## src/sv/assert_macros.svh

```systemverilog
// Assertion helpers for the capture parser.
`ifndef ASSERT_MACROS_SVH
`define ASSERT_MACROS_SVH

`ifndef ASSERT_OFF

`define ASSERT_AT(lbl, clk, rstn, prop, msg) \
  lbl: assert property (@(posedge clk) disable iff (!rstn) prop) else $error(msg);

`define ASSERT_NEVER(lbl, clk, rstn, cond, msg) \
  lbl: assert property (@(posedge clk) disable iff (!rstn) !(cond)) else $error(msg);

`else

`define ASSERT_AT(lbl, clk, rstn, prop, msg)

`define ASSERT_NEVER(lbl, clk, rstn, cond, msg)

`endif

`endif

```

## src/sv/php_pkg.sv

```systemverilog
`default_nettype none

package php_pkg;

  localparam int unsigned MAX_CAPTURE = 65536;
  localparam int unsigned RES_FIFO_DEPTH = 4;

  localparam logic [31:0] PCAP_MAGIC     = 32'ha1b2c3d4;
  localparam logic [31:0] LINKTYPE_ETH   = 32'd1;
  localparam logic [15:0] ETHERTYPE_IPV4 = 16'h0800;
  localparam logic [13:0] FRAG_MASK      = 14'h3fff;
  localparam logic [7:0]  PROTO_TCP      = 8'd6;
  localparam logic [7:0]  PROTO_UDP      = 8'd17;

  localparam logic [2:0] ST_OK           = 3'd0;
  localparam logic [2:0] ST_SHORT_GLOBAL = 3'd1;
  localparam logic [2:0] ST_BAD_MAGIC    = 3'd2;
  localparam logic [2:0] ST_BAD_LINK     = 3'd3;
  localparam logic [2:0] ST_CAPLEN       = 3'd4;
  localparam logic [2:0] ST_TRUNC        = 3'd5;

  localparam logic KIND_SUMMARY = 1'b0;
  localparam logic KIND_STATUS  = 1'b1;

  typedef struct packed {
    logic        kind;
    logic [31:0] packet_number;
    logic [31:0] src_ip;
    logic [31:0] dst_ip;
    logic [15:0] src_port;
    logic [15:0] dst_port;
    logic        is_tcp;
    logic [15:0] payload_offset;
    logic [15:0] payload_length;
    logic [2:0]  status;
    logic        last_of_run;
  } res_t;

  typedef struct packed {
    logic first;
    logic second;
  } fifo_wr_t;

endpackage

`default_nettype wire

```

## src/sv/pcap_ipv4_header_parser.sv

```systemverilog
// Flow: an accepted byte is registered and parsed once the result queue has room; its results
// are written into the result queue and offered at the output from there.
// Throughput: one byte per cycle while the result queue has room; a byte that yields a
// summary and an end-of-file status writes two items into a four-entry result queue.
// Reset: rst_ni low clears all parse state, the result queue and start_packet at once.
`default_nettype none

module pcap_ipv4_header_parser #(
  parameter int unsigned MaxCapture = php_pkg::MAX_CAPTURE
) (
  input  wire logic        clk_i,
  input  wire logic        rst_ni,
  input  wire logic        start_packet_we_i,
  input  wire logic [31:0] start_packet_i,
  input  wire logic        in_valid_i,
  output logic             in_ready_o,
  input  wire logic [7:0]  data_byte_i,
  input  wire logic        last_byte_i,
  output logic             out_valid_o,
  input  wire logic        out_ready_i,
  output logic             kind_o,
  output logic [31:0]      packet_number_o,
  output logic [31:0]      src_ip_o,
  output logic [31:0]      dst_ip_o,
  output logic [15:0]      src_port_o,
  output logic [15:0]      dst_port_o,
  output logic             is_tcp_o,
  output logic [15:0]      payload_offset_o,
  output logic [15:0]      payload_length_o,
  output logic [2:0]       status_o,
  output logic             last_of_run_o
);
  import php_pkg::*;

  localparam int unsigned CntW = $clog2(MaxCapture + 1);

  localparam logic [1:0] PhGlobal = 2'd0;
  localparam logic [1:0] PhRecHdr = 2'd1;
  localparam logic [1:0] PhData   = 2'd2;
  localparam logic [1:0] PhError  = 2'd3;

  logic             in_v_q, in_v_d;
  logic [7:0]       byte_q;
  logic             last_q;
  logic [31:0]      start_q;

  logic [1:0]       phase_q, phase_d;
  logic [CntW-1:0]  byte_cnt_q, byte_cnt_d, cnt_inc;
  logic [31:0]      snap_len_q, snap_len_d;
  logic [31:0]      hdr_word_q, hdr_word_d;
  logic [CntW-1:0]  cap_len_q, cap_len_d;
  logic [31:0]      rec_cnt_q, rec_cnt_d;
  logic [5:0]       ip_hlen_q, ip_hlen_d;
  logic [15:0]      ip_tlen_q, ip_tlen_d;
  logic             eth_ok_q, eth_ok_d;
  logic             frag_q, frag_d;
  logic [7:0]       proto_q, proto_d;
  logic [31:0]      src_ip_q, src_ip_d;
  logic [31:0]      dst_ip_q, dst_ip_d;
  logic [31:0]      ports_q, ports_d;
  logic [6:0]       l4_hlen_q, l4_hlen_d;
  logic [2:0]       err_q, err_d;

  logic             go;
  logic             done;
  logic [31:0]      hw_le, hw_be;
  logic [6:0]       l4base_cur, port_at, l4len_at;
  logic [6:0]       l4base, l4len;
  logic [7:0]       need;
  logic             is_tcp, is_udp, skip, short_rec, summary;
  logic [2:0]       eof_status;
  res_t             sum_res, stat_res;
  fifo_wr_t         fifo_wr;
  logic             fifo_room;
  res_t             out_res;

  assign go         = in_v_q && fifo_room;
  assign in_ready_o = !in_v_q || go;
  assign hw_le      = {byte_q, hdr_word_q[31:8]};
  assign hw_be      = {hdr_word_q[23:0], byte_q};
  assign cnt_inc    = byte_cnt_q + CntW'(1);

  always_comb begin
    in_v_d = in_v_q;
    if (in_valid_i && in_ready_o) begin
      in_v_d = 1'b1;
    end else if (go) begin
      in_v_d = 1'b0;
    end
  end

  always_comb begin
    phase_d    = phase_q;
    byte_cnt_d = byte_cnt_q;
    snap_len_d = snap_len_q;
    hdr_word_d = hdr_word_q;
    cap_len_d  = cap_len_q;
    rec_cnt_d  = rec_cnt_q;
    ip_hlen_d  = ip_hlen_q;
    ip_tlen_d  = ip_tlen_q;
    eth_ok_d   = eth_ok_q;
    frag_d     = frag_q;
    proto_d    = proto_q;
    src_ip_d   = src_ip_q;
    dst_ip_d   = dst_ip_q;
    ports_d    = ports_q;
    l4_hlen_d  = l4_hlen_q;
    err_d      = err_q;
    done       = 1'b0;
    l4base_cur = 7'd14 + {1'b0, ip_hlen_q};
    port_at    = 7'd17;
    l4len_at   = 7'd26;

    if (go) begin
      unique case (phase_q)
        PhGlobal: begin
          hdr_word_d = hw_le;
          if (byte_cnt_q == CntW'(3) && hw_le != PCAP_MAGIC) begin
            err_d = ST_BAD_MAGIC;
          end
          if (byte_cnt_q == CntW'(19)) begin
            snap_len_d = hw_le;
          end
          byte_cnt_d = cnt_inc;
          if (cnt_inc == CntW'(24)) begin
            if (err_d == ST_OK && hw_le != LINKTYPE_ETH) begin
              err_d = ST_BAD_LINK;
            end
            phase_d    = (err_d != ST_OK) ? PhError : PhRecHdr;
            byte_cnt_d = '0;
            hdr_word_d = '0;
          end
        end
        PhRecHdr: begin
          hdr_word_d = hw_le;
          if (byte_cnt_q == CntW'(11)) begin
            if (hw_le > snap_len_q || hw_le > 32'(MaxCapture)) begin
              err_d = ST_CAPLEN;
            end else begin
              cap_len_d = hw_le[CntW-1:0];
            end
          end
          byte_cnt_d = cnt_inc;
          if (cnt_inc == CntW'(16)) begin
            if (rec_cnt_q != '1) begin
              rec_cnt_d = rec_cnt_q + 32'd1;
            end
            byte_cnt_d = '0;
            hdr_word_d = '0;
            ip_hlen_d  = '0;
            ip_tlen_d  = '0;
            eth_ok_d   = 1'b0;
            frag_d     = 1'b0;
            proto_d    = '0;
            src_ip_d   = '0;
            dst_ip_d   = '0;
            ports_d    = '0;
            l4_hlen_d  = '0;
            if (err_d != ST_OK) begin
              phase_d = PhError;
            end else if (cap_len_d == '0) begin
              done = 1'b1;
            end else begin
              phase_d = PhData;
            end
          end
        end
        PhData: begin
          hdr_word_d = hw_be;
          if (byte_cnt_q == CntW'(13) && hw_be[15:0] == ETHERTYPE_IPV4) begin
            eth_ok_d = 1'b1;
          end
          if (byte_cnt_q == CntW'(14)) begin
            ip_hlen_d = {byte_q[3:0], 2'b00};
          end
          if (byte_cnt_q == CntW'(17)) begin
            ip_tlen_d = hw_be[15:0];
          end
          if (byte_cnt_q == CntW'(21) && (hw_be[13:0] & FRAG_MASK) != '0) begin
            frag_d = 1'b1;
          end
          if (byte_cnt_q == CntW'(23)) begin
            proto_d = byte_q;
          end
          if (byte_cnt_q == CntW'(29)) begin
            src_ip_d = hw_be;
          end
          if (byte_cnt_q == CntW'(33)) begin
            dst_ip_d = hw_be;
          end
          l4base_cur = 7'd14 + {1'b0, ip_hlen_d};
          port_at    = l4base_cur + 7'd3;
          l4len_at   = l4base_cur + 7'd12;
          if (byte_cnt_q == CntW'(port_at)) begin
            ports_d = hw_be;
          end
          if (byte_cnt_q == CntW'(l4len_at)) begin
            l4_hlen_d = {1'b0, byte_q[7:4], 2'b00};
          end
          byte_cnt_d = cnt_inc;
          if (cnt_inc >= cap_len_q) begin
            done = 1'b1;
          end
        end
        PhError: begin
        end
      endcase
    end

    if (done) begin
      phase_d    = PhRecHdr;
      byte_cnt_d = '0;
      hdr_word_d = '0;
    end

    // record summary, from the state as it stands after this byte
    l4base    = 7'd14 + {1'b0, ip_hlen_d};
    is_tcp    = (proto_d == PROTO_TCP);
    is_udp    = (proto_d == PROTO_UDP);
    l4len     = is_tcp ? l4_hlen_d : 7'd8;
    need      = {1'b0, l4base} + (is_tcp ? ((l4_hlen_d > 7'd20) ? {1'b0, l4_hlen_d} : 8'd20)
                                         : 8'd8);
    if (need < 8'd34) begin
      need = 8'd34;
    end
    short_rec = (32'(cap_len_d) < 32'(need));
    skip      = (start_q != '0) && (rec_cnt_d < start_q);
    summary   = done && !skip && eth_ok_d && !frag_d && (is_tcp || is_udp) && !short_rec;

    sum_res.kind           = KIND_SUMMARY;
    sum_res.packet_number  = rec_cnt_d;
    sum_res.src_ip         = src_ip_d;
    sum_res.dst_ip         = dst_ip_d;
    sum_res.src_port       = ports_d[31:16];
    sum_res.dst_port       = ports_d[15:0];
    sum_res.is_tcp         = is_tcp;
    sum_res.payload_offset = 16'({1'b0, l4base} + {1'b0, l4len});
    sum_res.payload_length = ip_tlen_d - 16'(ip_hlen_d) - 16'(l4len);
    sum_res.status         = ST_OK;
    sum_res.last_of_run    = !last_q;

    unique case (phase_d)
      PhGlobal: eof_status = ST_SHORT_GLOBAL;
      PhRecHdr: eof_status = ST_OK;
      PhData:   eof_status = ST_TRUNC;
      PhError:  eof_status = err_d;
    endcase

    stat_res.kind           = KIND_STATUS;
    stat_res.packet_number  = rec_cnt_d;
    stat_res.src_ip         = '0;
    stat_res.dst_ip         = '0;
    stat_res.src_port       = '0;
    stat_res.dst_port       = '0;
    stat_res.is_tcp         = 1'b0;
    stat_res.payload_offset = '0;
    stat_res.payload_length = '0;
    stat_res.status         = eof_status;
    stat_res.last_of_run    = 1'b1;

    fifo_wr.first  = go && (summary || last_q);
    fifo_wr.second = go && summary && last_q;

    // end of file: restart from the global header
    if (go && last_q) begin
      phase_d    = PhGlobal;
      byte_cnt_d = '0;
      snap_len_d = '0;
      hdr_word_d = '0;
      cap_len_d  = '0;
      rec_cnt_d  = '0;
      ip_hlen_d  = '0;
      ip_tlen_d  = '0;
      eth_ok_d   = 1'b0;
      frag_d     = 1'b0;
      proto_d    = '0;
      src_ip_d   = '0;
      dst_ip_d   = '0;
      ports_d    = '0;
      l4_hlen_d  = '0;
      err_d      = ST_OK;
    end
  end

  always_ff @(posedge clk_i or negedge rst_ni) begin
    if (!rst_ni) begin
      in_v_q     <= 1'b0;
      start_q    <= '0;
      phase_q    <= PhGlobal;
      byte_cnt_q <= '0;
      snap_len_q <= '0;
      hdr_word_q <= '0;
      cap_len_q  <= '0;
      rec_cnt_q  <= '0;
      ip_hlen_q  <= '0;
      ip_tlen_q  <= '0;
      eth_ok_q   <= 1'b0;
      frag_q     <= 1'b0;
      proto_q    <= '0;
      src_ip_q   <= '0;
      dst_ip_q   <= '0;
      ports_q    <= '0;
      l4_hlen_q  <= '0;
      err_q      <= ST_OK;
    end else begin
      in_v_q     <= in_v_d;
      if (start_packet_we_i) begin
        start_q <= start_packet_i;
      end
      phase_q    <= phase_d;
      byte_cnt_q <= byte_cnt_d;
      snap_len_q <= snap_len_d;
      hdr_word_q <= hdr_word_d;
      cap_len_q  <= cap_len_d;
      rec_cnt_q  <= rec_cnt_d;
      ip_hlen_q  <= ip_hlen_d;
      ip_tlen_q  <= ip_tlen_d;
      eth_ok_q   <= eth_ok_d;
      frag_q     <= frag_d;
      proto_q    <= proto_d;
      src_ip_q   <= src_ip_d;
      dst_ip_q   <= dst_ip_d;
      ports_q    <= ports_d;
      l4_hlen_q  <= l4_hlen_d;
      err_q      <= err_d;
    end
  end

  always_ff @(posedge clk_i) begin
    if (in_valid_i && in_ready_o) begin
      byte_q <= data_byte_i;
      last_q <= last_byte_i;
    end
  end

  php_result_fifo #(
    .Depth(RES_FIFO_DEPTH)
  ) u_res_fifo (
    .clk_i      (clk_i),
    .rst_ni     (rst_ni),
    .wr_i       (fifo_wr),
    .wr_first_i (summary ? sum_res : stat_res),
    .wr_second_i(stat_res),
    .room_o     (fifo_room),
    .rd_valid_o (out_valid_o),
    .rd_ready_i (out_ready_i),
    .rd_data_o  (out_res)
  );

  assign kind_o           = out_res.kind;
  assign packet_number_o  = out_res.packet_number;
  assign src_ip_o         = out_res.src_ip;
  assign dst_ip_o         = out_res.dst_ip;
  assign src_port_o       = out_res.src_port;
  assign dst_port_o       = out_res.dst_port;
  assign is_tcp_o         = out_res.is_tcp;
  assign payload_offset_o = out_res.payload_offset;
  assign payload_length_o = out_res.payload_length;
  assign status_o         = out_res.status;
  assign last_of_run_o    = out_res.last_of_run;

endmodule

`default_nettype wire

```

## src/sv/php_result_fifo.sv

```systemverilog
`default_nettype none
`include "assert_macros.svh"

module php_result_fifo #(
  parameter int unsigned Depth = php_pkg::RES_FIFO_DEPTH
) (
  input  wire logic            clk_i,
  input  wire logic            rst_ni,
  input  wire php_pkg::fifo_wr_t wr_i,
  input  wire php_pkg::res_t   wr_first_i,
  input  wire php_pkg::res_t   wr_second_i,
  output logic                 room_o,
  output logic                 rd_valid_o,
  input  wire logic            rd_ready_i,
  output php_pkg::res_t        rd_data_o
);
  import php_pkg::*;

  localparam int unsigned AddrW = $clog2(Depth);
  localparam int unsigned CntW  = AddrW + 1;

  res_t              mem_q [Depth];
  logic [AddrW-1:0]  wr_ptr_q, wr_ptr_d, wr_ptr_nx;
  logic [AddrW-1:0]  rd_ptr_q, rd_ptr_d;
  logic [CntW-1:0]   cnt_q, cnt_d;
  logic [CntW-1:0]   n_wr;
  logic              pop;

  assign wr_ptr_nx  = wr_ptr_q + AddrW'(1);
  assign rd_valid_o = (cnt_q != '0);
  assign rd_data_o  = mem_q[rd_ptr_q];
  assign room_o     = (cnt_q <= CntW'(Depth - 2));
  assign pop        = rd_valid_o && rd_ready_i;
  assign n_wr       = CntW'(wr_i.first) + CntW'(wr_i.second);

  always_comb begin
    wr_ptr_d = wr_ptr_q + n_wr[AddrW-1:0];
    rd_ptr_d = pop ? rd_ptr_q + AddrW'(1) : rd_ptr_q;
    cnt_d    = cnt_q + n_wr - CntW'(pop);
  end

  always_ff @(posedge clk_i or negedge rst_ni) begin
    if (!rst_ni) begin
      wr_ptr_q <= '0;
      rd_ptr_q <= '0;
      cnt_q    <= '0;
    end else begin
      wr_ptr_q <= wr_ptr_d;
      rd_ptr_q <= rd_ptr_d;
      cnt_q    <= cnt_d;
    end
  end

  always_ff @(posedge clk_i) begin
    if (wr_i.first) begin
      mem_q[wr_ptr_q] <= wr_first_i;
    end
    if (wr_i.second) begin
      mem_q[wr_ptr_nx] <= wr_second_i;
    end
  end

  `ASSERT_AT(a_cnt_bound, clk_i, rst_ni, cnt_q <= CntW'(Depth), "result queue count beyond depth")
  `ASSERT_AT(a_second_after_first, clk_i, rst_ni, wr_i.second |-> wr_i.first, "second write without first")
  `ASSERT_NEVER(a_no_overflow, clk_i, rst_ni, wr_i.first && !room_o, "write into full result queue")
  `ASSERT_AT(a_pop_drains, clk_i, rst_ni, (pop && !wr_i.first) |=> (cnt_q == $past(cnt_q) - CntW'(1)), "pop did not drain queue")

endmodule

`default_nettype wire

```

## config.mk

```make
export PLATFORM = sky130hd
export DESIGN_NAME = pcap_ipv4_header_parser
export DESIGN_NICKNAME = d
export VERILOG_FILES = /design/src/sv/php_pkg.sv /design/src/sv/pcap_ipv4_header_parser.sv /design/src/sv/php_result_fifo.sv
export VERILOG_INCLUDE_DIRS = /design/src /design/src/sv
export SDC_FILE = /design/constraint.sdc
export NUM_CORES = 2
export LEC_CHECK = 0
export ABC_AREA = 1
export BUFFER_PORTS_ARGS = -buffer_cell sky130_fd_sc_hd__buf_2
export CAP_MARGIN = 15
export CORE_MARGIN = 2
export CORE_UTILIZATION = 27
export CTS_CLUSTER_SIZE = 30
export DETAILED_ROUTE_END_ITERATION = 7
export PLACE_DENSITY_LB_ADDON = 0.05
export SLEW_MARGIN = 15
export SYNTH_ARGS = -nofsm -noshare
export SYNTH_HDL_FRONTEND = slang
export SYNTH_HIERARCHICAL = 1
export SYNTH_SLANG_ARGS = --single-unit
```

## constraint.sdc

```tcl
create_clock -name clk_i -period 17.75 [get_ports clk_i]
set_input_delay 3.55 -clock clk_i [delete_from_list [all_inputs] [get_ports clk_i]]
set_output_delay 3.55 -clock clk_i [all_outputs]
set_load 0.02 [all_outputs]
```

==> reports/results.ini <==
[clock_network]
worstSkewPairLatency_ns=0.79
cts_hold_buf=0
htreeDepth=3
cts_tree=done
cts_root_buf=clkbuf_16
post_cts_resized=0
cts_setup_buffers=0
cts_buffer_depth=3
cts_buffers=121
cts_sinks=983
clk_pin_slew_ns=0.06

[sta]
drv_slew=0
clock_skew_ns=0.0290
rsz0062_at_grt=no
finalHoldViolations=0
totalNegativeSetupSlack_ns=0
setup_viol=0
fin_crit_ns=11.68
worst_pin_slew_ns=1.07
finalCritPeriodShare_pct=65.8
fmax_mhz=85.6
relSlewSlack_pct=28.8

[synth]
syn_avg_cell_area_um2=8.45
yosysSeqAreaShare_pct=51.9
synth-warning-count=6
synthCells=6374
synthFlopType=edfxtp_1
async_flop_share_pct=31.5
synth_edf_count=673
synth_area_mm2=0.0539
netlist-cell-type-count=58
ys_seq_elements=983

[route]
viasPerCell=4.56
final_antenna_net_count=0
first_pass_iters=5
drc=0
drtIter0Drc=3259
wl_mm=189
vias=42400
wl_per_cell_um=20.2

[floorplan]
fp-row-count=163
die_height_um=451
ios=214
die-area_mm2=0.203
fp.coreArea_mm2=0.198
fp.dieW_um=451
start_util_pct=27.2

[layout]
nNetsFinal=6748
area_delta_synth_final_pct=14.5
fin_area_mm2=0.0617
drive_gt1_share_pct=9.40
final_cell_mix=nand2_1, o21ai_0, nor2_1
final_common_cell=nand2_1
fillers=20900

[critical_path]
crit_start=byte_cnt_q[14]$_DFFE_PN0P_
cp-start-kind=flop
worst_setup_path_end_kind=flop
rr_startpoint=byte_cnt_q[14]$_DFFE_PN0P_
path_max_fanout=81
critPathKind=reg -> reg
crit_top_cell=nand2_1
cp_data_arrival_time_ns=12.17
worstPathRequired_ns=18.23
cp_slowest_stage_delay_ns=0.83
critical-path-slowest-cell=buf_4

[run_status]
status=finished, final reports clean

[power]
vdd_ir_drop_max_uv=118
p_per_area_mw_per_mm2=137
leakagePower_nw=24.3

[min_path]
hp-class=reg -> reg
min_from=src_ip_q[31]$_DFF_PN0_

[global_route]
antenna_found_initial=6
grtUsageTotal_pct=18.3
grt_max_degree=193
grt.overflow.total=0
grt_pass1_vias=41200
grt_pass1_wl_mm=279

[flow_run]
drv_cap=0

[placed_design]
dp_hpwl_mm=117
gp_congestion=0.815
placedInstanceArea_mm2=0.0578
port_buffers=213

==> synth_stat cells, drive strengths merged, types with 46 or more instances <==
cell type / count / area, um2
inv: 700 / 2630
a21oi: 84 / 439
o21ai: 1156 / 5800
clkbuf: 212 / 810
a22oi: 97 / 728
nand2: 1595 / 6020
edfxtp: 673 / 20200
dfrtp: 310 / 7760
ha: 129 / 1610
nand4: 93 / 594
buf: 167 / 987
nor3: 46 / 278
o22ai: 47 / 294
nor2: 783 / 3600
nand3: 95 / 533
==> state kept, by name, summed over array words and instances (netlist names), 2 cells and up <==
register / flops
snap_len_q: 32
byte_q: 8
ports_q: 32
cap_len_q: 17
src_ip_q: 32
start_q: 32
dst_ip_q: 32
l4_hlen_q: 7
ip_hlen_q: 6
proto_q: 8
byte_cnt_q: 17
phase_q: 2
u_res_fifo/rd_ptr_q: 2
err_q: 3
u_res_fifo/cnt_q: 3
u_res_fifo/wr_ptr_q: 2
hdr_word_q: 32
u_res_fifo/mem_q: 664
ip_tlen_q: 16
rec_cnt_q: 32
==> final timing paths <==
check,to,slack (ns),cells after the start
setup / recovery,u_res_fifo/mem_q[3][154]$_DFFE_PP_,6.07,51
setup reg to reg,u_res_fifo/mem_q[3][154]$_DFFE_PP_,6.07,51
min in group asynchronous,byte_cnt_q[3]$_DFFE_PN0P_,2.74,1
max in group asynchronous,dst_ip_q[4]$_DFF_PN0_,12.01,4
hold / removal,src_ip_q[31]$_DFF_PN0_,0.51,2
hold reg to reg,src_ip_q[31]$_DFF_PN0_,0.51,2
==> report_power, final <==
part	total (mW)	switching (mW)	internal, mW
registers	2.89	0.165	2.73
clock network	2.46	1.04	1.41
logic	3.08	2.34	0.744
total	8.43	3.55	4.88
==> per-layer routing <==
metal	GRT usage [%]	wire length, um	up-vias	part of all wire, %
li1	-	-	21400	-
met1	25.1	88600	20100	47
met2	30.3	88600	787	47
met3	2.40	7340	196	3.9
met4	4.61	3910	2	2.1
met5	0	8	-	0.0042
==> kinds of logic (layout without fill, tap and decap cells) <==
kind of cell	count (synthesis)	count (layout)	synth area share (%)
AO/OA/AOI/OAI	1451	1451	14.5
buffers and inverters	1079	1214	8.21
other	2	166	0.0139
adder cells (fa/ha/maj)	138	138	3.33
AND/OR/NAND/NOR	2657	2657	21.0
XOR/XNOR	64	64	1.04
flip-flops	983	983	51.9
==> critical path, delay by kind of cell, from the launching register on <==
family	cells	cell delay, ns
xor gates and xnor gates	2	0.26
adders and majority gates	5	1.60
and+or+nand+nor	31	5.31
AOI/OAI and AO/OA	7	1.01
buffers and inverters	6	2.66
DFF	1	0.41
==> final cells by class <==
type                       count  area, um2  area share (%)
clock buffer                 180       3420            5.55
inverter                     700       2640            4.28
clock inverter                49        428           0.694
sequential                   983      28000            45.3
multi-input combinational   4473      22200            36.0
antenna                        3       7.51          0.0122
timing repair buffer         285       1700            2.76
tap                         2640       3300            5.35
==> metrics by stage <==
step / hold slack (ns) / worst slack, ns / total power [mW] / instances / utilization, %
6_report: 0.513 / 6.07 / 8.43 / 9313 / 31.2
5_1_grt: 0.548 / 4.91 / 8.94 / 9311 / 31.2
4_1_cts: 0.517 / 5.97 / 8.59 / 9310 / 31.2
3_5_place_dp: 0.504 / 6.00 / 6.09 / 9081 / 29.2
3_3_place_gp: 0.502 / 6.07 / 6.09 / 9081 / 29.2
2_1_floorplan: 0.461 / 6.74 / 4.79 / 6535 / -
(Power assumes the default switching activity.)
